<file path="config.mk">
export PLATFORM = sky130hd
export DESIGN_NAME = lru_key_value_cache_top
export DESIGN_NICKNAME = d
export VERILOG_FILES = /design/src/rtl/core/lkv_pkg.sv /design/src/rtl/core/lkv_cell.sv /design/src/rtl/core/lru_key_value_cache_top.sv
export SDC_FILE = /design/constraint.sdc
export NUM_CORES = 1
export LEC_CHECK = 0
export ABC_AREA = 1
export BUFFER_PORTS_ARGS = -buffer_cell sky130_fd_sc_hd__buf_2
export CAP_MARGIN = 20
export CORE_UTILIZATION = 30
export CTS_CLUSTER_DIAMETER = 50
export DETAILED_ROUTE_END_ITERATION = 8
export HOLD_SLACK_MARGIN = 0.15
export SETUP_SLACK_MARGIN = 0.5
export SLEW_MARGIN = 30
export SYNTH_ARGS = -nofsm -noshare
export SYNTH_HDL_FRONTEND = slang
export SYNTH_HIERARCHICAL = 1
export SYNTH_SLANG_ARGS = --single-unit
</file>
<file path="constraint.sdc">
create_clock -name clk -period 5.8 [get_ports clk]
set_clock_uncertainty 0.05 [all_clocks]
set_input_delay 0.29 -clock clk [delete_from_list [all_inputs] [get_ports clk]]
set_output_delay 0.29 -clock clk [all_outputs]
set_load 0.05 [all_outputs]
</file>
<file path="src/rtl/core/lkv_pkg.sv">
// lkv_pkg: shared types and constants for the lru key-value cache
// used by lkv_cell and lru_key_value_cache_top; depends on nothing else
package lkv_pkg;

    localparam int LKV_ENTRIES = 16;
    localparam int KEY_W       = 32;
    localparam int VAL_W       = 32;
    localparam int CAP_W       = 5;
    localparam logic [CAP_W-1:0] CAP_RESET = 5'd16;

    typedef enum logic
    {
        CMD_GET = 1'b0,
        CMD_PUT = 1'b1
    } cmd_t;

    // broadcast to every cell of the chain for one request
    typedef struct packed
    {
        logic [KEY_W-1:0] key;
        logic             move_all;
        logic             hit_move;
    } cell_ctl_t;

endpackage

</file>
<file path="src/rtl/core/lkv_cell.sv">
// lkv_cell: one position of the recency-ordered entry chain
// holds a key and value, compares against the request, shifts from its upper neighbor
// depends on lkv_pkg
module lkv_cell
(
    input  logic                      clk,
    input  lkv_pkg::cell_ctl_t        ctl,
    input  logic                      entry_valid,
    input  logic [lkv_pkg::KEY_W-1:0] up_key,
    input  logic [lkv_pkg::VAL_W-1:0] up_value,
    input  logic                      match_in,
    input  logic [lkv_pkg::VAL_W-1:0] sel_in,
    output logic [lkv_pkg::KEY_W-1:0] key,
    output logic [lkv_pkg::VAL_W-1:0] value,
    output logic                      match_out,
    output logic [lkv_pkg::VAL_W-1:0] sel_out
);
    import lkv_pkg::*;

    logic [KEY_W-1:0] key_reg;
    logic [KEY_W-1:0] key_next;
    logic [VAL_W-1:0] value_reg;
    logic [VAL_W-1:0] value_next;
    logic             match;
    logic             shift;

    always_comb
    begin
        match      = entry_valid && (key_reg == ctl.key);
        match_out  = match | match_in;
        sel_out    = sel_in | (match ? value_reg : '0);
        // a hit moves this position and every more recent one down by one
        shift      = ctl.move_all | (ctl.hit_move & match_out);
        key_next   = shift ? up_key : key_reg;
        value_next = shift ? up_value : value_reg;
    end

    always_ff @(posedge clk)
    begin
        key_reg   <= key_next;
        value_reg <= value_next;
    end

    assign key   = key_reg;
    assign value = value_reg;

endmodule

</file>
<file path="src/rtl/core/lru_key_value_cache_top.sv">
// lru_key_value_cache_top: fully associative key-value cache, lru replacement
// channel    dir  signals                                  contents
// s_*        in   s_tvalid s_tready s_tdata s_tuser         request: key, value, command
// m_*        out  m_tvalid m_tready m_tdata m_tuser         result: read_value, hit
// cfg_*      in   cfg_valid cfg_ready cfg_data              capacity register
// one request per cycle while the output is not stalled; the result appears in the cycle after
// its request is taken, from the combinational compare across the cell chain
// reset empties the cache at once (entry count to zero), capacity returns to 16
// a stalled result holds in the output register; a new request is taken only
// when that register is empty or being drained in the same cycle
// depends on lkv_pkg and lkv_cell
module lru_key_value_cache_top
#(
    parameter int ENTRIES = lkv_pkg::LKV_ENTRIES
)
(
    input  logic                      clk,
    input  logic                      rst_n,
    input  logic                      s_tvalid,
    output logic                      s_tready,
    input  logic [63:0]               s_tdata,   // key [31:0], value [63:32]
    input  logic                      s_tuser,   // command
    output logic                      m_tvalid,
    input  logic                      m_tready,
    output logic [31:0]               m_tdata,   // read_value [31:0]
    output logic                      m_tuser,   // hit
    input  logic                      cfg_valid,
    output logic                      cfg_ready,
    input  logic [lkv_pkg::CAP_W-1:0] cfg_data   // capacity
);
    import lkv_pkg::*;

    localparam int CNT_W = $clog2(ENTRIES + 1);
    localparam int CMP_W = (CNT_W > CAP_W) ? CNT_W : CAP_W;

    logic [CAP_W-1:0] cap_reg;
    logic [CNT_W-1:0] count_reg;
    logic [CNT_W-1:0] count_next;
    logic             out_valid_reg;
    logic             hit_reg;
    logic [VAL_W-1:0] rdata_reg;

    logic             accept;
    logic [KEY_W-1:0] req_key;
    logic [VAL_W-1:0] req_value;
    cmd_t             req_cmd;
    logic             hit;
    logic             evict;
    logic [CMP_W-1:0] eff_cap;
    logic [VAL_W-1:0] front_value;
    cell_ctl_t        ctl;

    logic [KEY_W-1:0] cell_key   [ENTRIES];
    logic [VAL_W-1:0] cell_value [ENTRIES];
    logic             match_chain [ENTRIES+1];
    logic [VAL_W-1:0] sel_chain   [ENTRIES+1];

    assign s_tready  = !out_valid_reg || m_tready;
    assign accept    = s_tvalid && s_tready;
    assign cfg_ready = 1'b1;
    assign req_key   = s_tdata[31:0];
    assign req_value = s_tdata[63:32];
    assign req_cmd   = cmd_t'(s_tuser);

    assign match_chain[ENTRIES] = 1'b0;
    assign sel_chain[ENTRIES]   = '0;
    assign hit                  = match_chain[0];

    always_comb
    begin
        if (cap_reg == '0)
            eff_cap = CMP_W'(1);
        else if (CMP_W'(cap_reg) > CMP_W'(ENTRIES))
            eff_cap = CMP_W'(ENTRIES);
        else
            eff_cap = CMP_W'(cap_reg);

        evict = (CMP_W'(count_reg) >= eff_cap) || (count_reg == CNT_W'(ENTRIES));

        ctl.key      = req_key;
        ctl.move_all = accept && (req_cmd == CMD_PUT) && !hit;
        ctl.hit_move = accept && hit;

        front_value = (req_cmd == CMD_PUT) ? req_value : sel_chain[0];

        count_next = count_reg;
        if (ctl.move_all && !evict)
            count_next = count_reg + CNT_W'(1);
    end

    for (genvar i = 0; i < ENTRIES; i++)
    begin : g_cell
        logic [KEY_W-1:0] up_key;
        logic [VAL_W-1:0] up_value;

        if (i == 0)
        begin : g_front
            assign up_key   = req_key;
            assign up_value = front_value;
        end
        else
        begin : g_link
            assign up_key   = cell_key[i-1];
            assign up_value = cell_value[i-1];
        end

        lkv_cell u_cell
        (
            .clk         (clk),
            .ctl         (ctl),
            .entry_valid (count_reg > CNT_W'(i)),
            .up_key      (up_key),
            .up_value    (up_value),
            .match_in    (match_chain[i+1]),
            .sel_in      (sel_chain[i+1]),
            .key         (cell_key[i]),
            .value       (cell_value[i]),
            .match_out   (match_chain[i]),
            .sel_out     (sel_chain[i])
        );
    end

    always_ff @(posedge clk or negedge rst_n)
    begin
        if (!rst_n)
        begin
            cap_reg       <= CAP_RESET;
            count_reg     <= '0;
            out_valid_reg <= 1'b0;
        end
        else
        begin
            if (cfg_valid && cfg_ready)
                cap_reg <= cfg_data;
            count_reg <= count_next;
            if (accept)
                out_valid_reg <= 1'b1;
            else if (m_tready)
                out_valid_reg <= 1'b0;
        end
    end

    always_ff @(posedge clk)
    begin
        if (accept)
        begin
            hit_reg   <= hit;
            rdata_reg <= (hit && (req_cmd == CMD_GET)) ? sel_chain[0] : '0;
        end
    end

    assign m_tvalid = out_valid_reg;
    assign m_tdata  = rdata_reg;
    assign m_tuser  = hit_reg;

endmodule

</file>
==> impl_results.md, run 1 <==
- CP Launch Type: register
- Worst Path Buf+Inv: 3
- Switch share: 24.2%
- Top FF cell, synth: edfxtp_1
- Post-route setup slack: 0.527 ns
- CTS root buf: clkbuf_16
- Row count: 150
- Cell Area, Synth: 0.0507 sq mm
- Multi-input gate area: ~0.015 sq mm
- Register share of total power: 50.1%
- Critical path's largest stage delay: 0.45 ns
- Pre-Repair DR Iteration Count: 5
- Int Power: 13.8 mW
- Final core occ: 36.8%
- Crit path time final: ~5.3 ns
- Crit-path max FO: 8
- Worst hold slack: 0.196 ns
- Mapped Avg Cell Area: 11.3 sq um
- Die X: 413 um
- Top cell by count, worst path: o21bai_2
- Initial core utilization: 30.3%
- Post-synth EDFFs: 1057
- Logic pwr share: 10.0%
- Maxcap violations: 0
- Most frequent cells after synthesis: 1173 x inv_1, 1057 x edfxtp_1, 908 x nand2_1
- CP Class: register to register
- Psw: 4.41 mW
- P per Cell Area: 296 mW/mm^2
- Final nets: around 5000
- Hpwl dp: ~73000 um
- Gr ovfl total: 0
- IO Port Bufs: 109
- Worst vdd ir: approximately 0.24 mV
- Register area: 0.0320 sq mm
- CP endpoint kind: register
- Final GP Congestion: 0.795
- Placed cell areas: 0.0547 sq mm
- Post-Syn Instances: 4500
- Most common cell in the synthesized netlist: inv_1
- Residual DRC: 0
- Asr flop ratio synth: 1.03%
- Average wire per standard cell: about 16 um
- Tightest Pin Transition: 0.970 ns
- Largest net degree at the start of global routing: 66
- Register area share after synthesis: 63.1%
- Status: finished clean
- Headroom to the max-slew limit: ~35%
- DRC marker count from the first detailed-route iteration: 2026
- CTS tree: done
- H-tree depth: 3
- Vias/cell: 4.23
- Lkg Pwr: 26.2 nW
- Worst Path Arrival: 5.64 ns
- Final WL: 115000 um
- Total die area: 0.171 sq mm
- Distinct cells, synth: 34
- Synthesized flop and latch total: 1068
- Top cell type's share of synthesized area: 62.6%
- Design area: 0.0617 sq mm
- Initial antenna violation count: 0
- Final Hold Viols: 0
- Hold crit path type: primary input to register
- Pins Over Slew Limit: 0
- Synth warnings: 6
- Worst-path clk slew: approximately 0.060 ns
- CTS buffer count: about 110
- GRT Resource Usage Total: 12.8%
- Worst path required time: 6.17 ns
- Synth area leaders: edfxtp_1 63%, o21bai_2 11%, inv_1 8.7%
- Part of the power in the clock network: 39.9%
- Skew-Pair Late Insertion Delay: 0.73 ns
- Family with the most delay on the worst path: compound AO/OA/AOI/OAI gates
- Total Neg Setup Slack: 0 ns
- IO Pins: between 100 and 150
- Fmax: 190 MHz
- Fillcell total: about 16000
- Antenna Nets Post-Route: 0
- Via count: 30546
- Area growth from synthesis to layout: 21.6%
- Crit-path slowest cell: dfrtp_2
- CTS Sinks: 1068
- Final Cycle Share: 90.9%
- Number of global-route vias before repair: 29714
- Place WS: 0.225 ns
- Fraction of layout cells with a size suffix above 1: 21.0%
- Max Buffers Root-to-Sink: 3
- Core box area: 0.168 sq mm
- First-pass GRT wire length: 170000 um
- RSZ-0062 raised after global routing: true
- Final setup violation count: 0
- Dominant cell type by area after synthesis: edfxtp_1
- DIE HEIGHT: 413 um
==> per-stage QoR <==
stage                     cells  total power, mW
after global placement     6885             10.8
after CTS                  7187             18.2
after floorplan            4532             10.3
after global routing       7222             18.9
after detailed placement   6885             10.9
final                      7223             18.2
==> per-layer routing <==
| layer | vias to the layer above | routed length (um) | track usage (%) |
|---|---|---|---|
| met5 | - | 0 | 0 |
| met4 | 0 | 2640 | 3.86 |
| li1 | 15140 | - | - |
| met3 | 143 | 5050 | 1.72 |
| met1 | 14655 | 53400 | 18.0 |
| met2 | 608 | 53800 | 20.6 |
==> kinds of logic (layout without fill, tap and decap cells) <==
group / Yosys count / in the layout / synth area share (%)
xor+xnor: 177 / 177 / 3.06
fa+ha+maj: 10 / 10 / 0.247
other cells: 2 / 35 / 0.0148
compound gates: 738 / 738 / 13.5
buf+inv: 1237 / 1721 / 9.90
simple gates: 1268 / 1270 / 10.2
flops: 1068 / 1068 / 63.1
==> power groups by stage <==
| stage | Sequential (mW) | Combinational, mW | Clock (mW) |
|---|---|---|---|
| after floorplan | 9.30 | 0.960 | 0 |
| after global placement | 9.28 | 1.54 | 0 |
| after detailed placement | 9.30 | 1.56 | 0 |
| after CTS | 9.14 | 1.66 | 7.42 |
| after global routing | 9.18 | 2.02 | 7.71 |
| final | 9.14 | 1.83 | 7.27 |
==> cell type report <==
type | instances | share of cell area, %
diodes | 1 | 0.00406
clock buffers | 125 | 4.69
clock inverters | 87 | 1.35
inverters | 1175 | 7.17
multi-input cells | 2229 | 25.0
flip-flops and latches | 1068 | 51.9
well taps | 2204 | 4.47
repair buffers | 334 | 5.38
==> worst register-to-register path: cells and delay by family (launching register included) <==
kind,cells,cell delay [ns]
adders and majority gates,1,0.20
DFF,1,0.45
AOI/OAI and AO/OA,18,3.25
and+or+nand+nor,8,0.66
buffers and inverters,3,0.40
==> final timing paths <==
kind                            slack, ns                          to  depth (start not counted)                        from
worst max register to register       0.53  g_cell[0].u_cell/value[29]                         30                count_reg[3]
min in group asynchronous            0.58                  cap_reg[4]                          3                       rst_n
worst max-delay path                 0.53  g_cell[0].u_cell/value[29]                         30                count_reg[3]
worst min-delay path                 0.20    g_cell[0].u_cell/key[20]                          2                 s_tdata[20]
max in group asynchronous            3.95                count_reg[3]                          4                       rst_n
worst min register to register       0.39  g_cell[11].u_cell/value[2]                          0  g_cell[10].u_cell/value[2]
==> cell usage in the layout, fill, tap and decap left out, drive strengths merged, types with 2 or more instances in the layout <==
cell type	n
dfrtp	10
o21ai	187
dlygate4sd3	80
clkinv	63
ha	10
nor3	3
nor2	282
conb	34
inv	1178
buf	238
a21oi	4
o21bai	512
edfxtp	1057
xnor2	112
nand2	911
clkbuf	141
nand3	71
clkinvlp	9
xor2	65
nand4	2
a21boi	16
o22ai	16
bufinv	12
==> what timing repair did <==
action | in CTS | in global routing
setup endpoints to repair | 964 | 1088
hold buffers | 80 | 0
buffers inserted | 4 | 11
cloned | 6 | 24
pin swaps | 2 | 13
gates resized for setup | 18 | 268
endpoints found under the hold margin | 81 | 0
Note: power is estimated with default switching activity, not from simulation.
==> run 2: changes to the inputs <==
- RECOVER_POWER: not set -> 50
==> run 2 against run 1 <==
Effect of this change: the flow now finishes with violations (capacitance limit, slew limit); fmax decreased by 2.1%; design area shrank 0.22%; first-iteration DRC count is 4.4% higher; count of clock-buffer cells in the layout is the same; setup slack worse by 0.11 ns; flip-flop and latch count stayed put; global-route usage is the same; worst hold slack improved by 0.13 ns; wire length about the same; non-clock buffer count unchanged; critical endpoint is now g_cell[0].u_cell/value[25]; largest cell class unchanged; largest power group unchanged; highest routed layer unchanged.
==> impl_results.md, run 2 (synthesis results as in run 1) <==
- Post-route setup slack: 0.416 ns (-0.111 ns)
- CTS tree: done
- Total die area: 0.171 sq mm (unchanged)
- Number of global-route vias before repair: 29714 (unchanged)
- Most frequent cells in the layout: 1141 x inv_1, 1057 x edfxtp_1, 876 x nand2_1
- Antenna Nets Post-Route: 0 (unchanged)
- Skew-Pair Late Insertion Delay: 0.73 ns (about the same)
- Final GP Congestion: 0.795 (unchanged)
- Fraction of layout cells with a size suffix above 1: 19.6% (-1.3 points)
- Violated checks: capacitance limit, slew limit
- Maxcap violations: 1 (+1)
- Pins Over Slew Limit: 34 (+34)
- Initial core utilization: 30.3% (unchanged)
- Status: finished with violations
- Switch share: 24.2% (+0.028 points)
- Final core occ: 36.7% (-0.081 points)
- CP endpoint kind: register
- Via count: 30500 (-0.15%)
- Tightest Pin Transition: 2.32 ns (+1.35 ns)
- Placed cell areas: 0.0547 sq mm (unchanged)
- Most common cell after layout, fill and taps aside: inv_1
- Vias/cell: 4.22 (-0.16%)
- P per Cell Area: 296 mW/mm^2 (+0.19%)
- Final setup violation count: 0 (unchanged)
- IO Pins: 111 (unchanged)
- Worst vdd ir: 0.237 mV (+0.27%)
- Part of the power in the clock network: 39.9% (about the same)
- CP Launch Type: primary input
- Fillcell total: 16028 (+0.25%)
- IO Port Bufs: 109 (unchanged)
- Hpwl dp: 73400 um (unchanged)
- Total Neg Setup Slack: 0 ns (unchanged)
- CP Class: primary input to register
- Area growth from synthesis to layout: 21.3%
- Lkg Pwr: 26.0 nW (-0.70%)
- DIE HEIGHT: 413 um (unchanged)
- Pre-Repair DR Iteration Count: 6 (+1)
- Core box area: 0.168 sq mm (unchanged)
- Worst-path clk slew: 0.06 ns (about the same)
- Hold crit path type: primary input to register
- CTS root buf: clkbuf_16
- Max Buffers Root-to-Sink: 3 (unchanged)
- Average wire per standard cell: 15.9 um (about the same)
- Place WS: 0.225 ns (unchanged)
- Final Hold Viols: 0 (unchanged)
- GRT Resource Usage Total: 12.8% (unchanged)
- Worst hold slack: 0.325 ns (+0.128 ns)
- Headroom to the max-slew limit: -54.9% (-90 points)
- Gr ovfl total: 0 (unchanged)
- First-pass GRT wire length: 170000 um (unchanged)
- DRC marker count from the first detailed-route iteration: 2116 (+4.4%)
- Crit path time final: 5.38 ns (+0.111 ns)
- Initial antenna violation count: 1 (+1)
- CTS Sinks: 1068 (unchanged)
- Final nets: 5006 (unchanged)
- Largest net degree at the start of global routing: 66 (unchanged)
- Design area: 0.0615 sq mm (-0.22%)
- Crit-path max FO: 32 (+24)
- Final WL: 115000 um (about the same)
- Row count: 150 (unchanged)
- Final Cycle Share: 92.8% (+1.9 points)
- Residual DRC: 0 (unchanged)
- Logic pwr share: 10.0% (about the same)
- Psw: 4.41 mW (about the same)
- Die X: 413 um (unchanged)
- Fmax: 186 MHz (-2.1%)
- Worst Path Arrival: 5.76 ns (+0.12 ns)
- Worst path required time: 6.18 ns (about the same)
- RSZ-0062 raised after global routing: true
- Register share of total power: 50.1% (about the same)
- CTS buffer count: 113 (unchanged)
- H-tree depth: 3 (unchanged)
- Int Power: 13.8 mW (about the same)
run 2: cell types whose count changed in the layout (fill, tap and decap cells not counted), moves of 3 or more:
cell / delta
clkbuf_1: +59
buf_2: -44
buf_4: -16
inv_2: -3
inv_1: +3
run 2: worst paths after layout:
kind / start / to / slack, ns / depth (start not counted)
max reg2reg: count_reg[1] / g_cell[0].u_cell/value[29] / 0.53 / 31
min reg2reg: g_cell[10].u_cell/value[2] / g_cell[11].u_cell/value[2] / 0.39 / 0
max: s_tdata[14] / g_cell[0].u_cell/value[25] / 0.42 / 23
min: s_tuser / g_cell[0].u_cell/value[12] / 0.32 / 3
min in group asynchronous: rst_n / cap_reg[4] / 0.61 / 3
max in group asynchronous: rst_n / count_reg[3] / 3.90 / 4
run 2: worst max-delay path: stages:
cell and delay [ns]:
dlygate4sd3_1 0.55, buf_2 0.27, clkbuf_1 0.76, buf_4 0.38, xnor2_1 0.10, nand3_1 0.08
nor2_1 0.06, nand3_4 0.11, buf_4 0.57, o21bai_2 0.09, o21bai_2 0.20, o21bai_2 0.21
o21bai_4 0.20, o21bai_2 0.21, o21bai_2 0.22, o21bai_2 0.21, o21bai_2 0.21, o21bai_2 0.21
o21bai_2 0.21, o21bai_2 0.21, o21bai_2 0.21, inv_1 0.10, o21ai_1 0.07
run 2: stage by stage:
step | total power [mW] | std cells
floorplan | 10.3 | 4532
global placement | 10.8 | 6885
detailed placement | 10.9 | 6885
CTS | 18.2 | 7187
global route | 18.9 | 7222
finish | 18.2 | 7224
run 2: cell type report:
class | instances | area [sq um] | area share [%]
repair buffers | 334 | 3210 | 5.21
multi-input cells | 2229 | 15400 | 25.0
diodes | 2 | 5.00 | 0.00813
clock inverters | 87 | 831 | 1.35
clock buffers | 125 | 2890 | 4.70
inverters | 1175 | 4420 | 7.19
flip-flops and latches | 1068 | 32000 | 52.0
well taps | 2204 | 2760 | 4.48
run 2: power groups by stage:
stage / logic (mW) / clock network [mW] / registers, mW
after CTS: 1.66 / 7.42 / 9.14
final: 1.82 / 7.27 / 9.14
after global routing: 2.01 / 7.71 / 9.18
after detailed placement: 1.56 / 0 / 9.30
after floorplan: 0.960 / 0 / 9.30
after global placement: 1.54 / 0 / 9.28
run 2: repair_timing:
action,in CTS,in global routing
hold endpoints to repair,81,0
buffers inserted,4,11
endpoints found under the setup margin,964,1088
gates cloned,6,24
gates resized for setup,18,268
pin swaps,2,13
hold buffers,80,0
run 2: layer usage:
| metal | global-route usage, % | wire length, um |
|---|---|---|
| met4 | 3.86 | 2550 |
| met5 | 0 | 0 |
| met1 | 18.0 | 53800 |
| met2 | 20.6 | 53900 |
| met3 | 1.72 | 4760 |
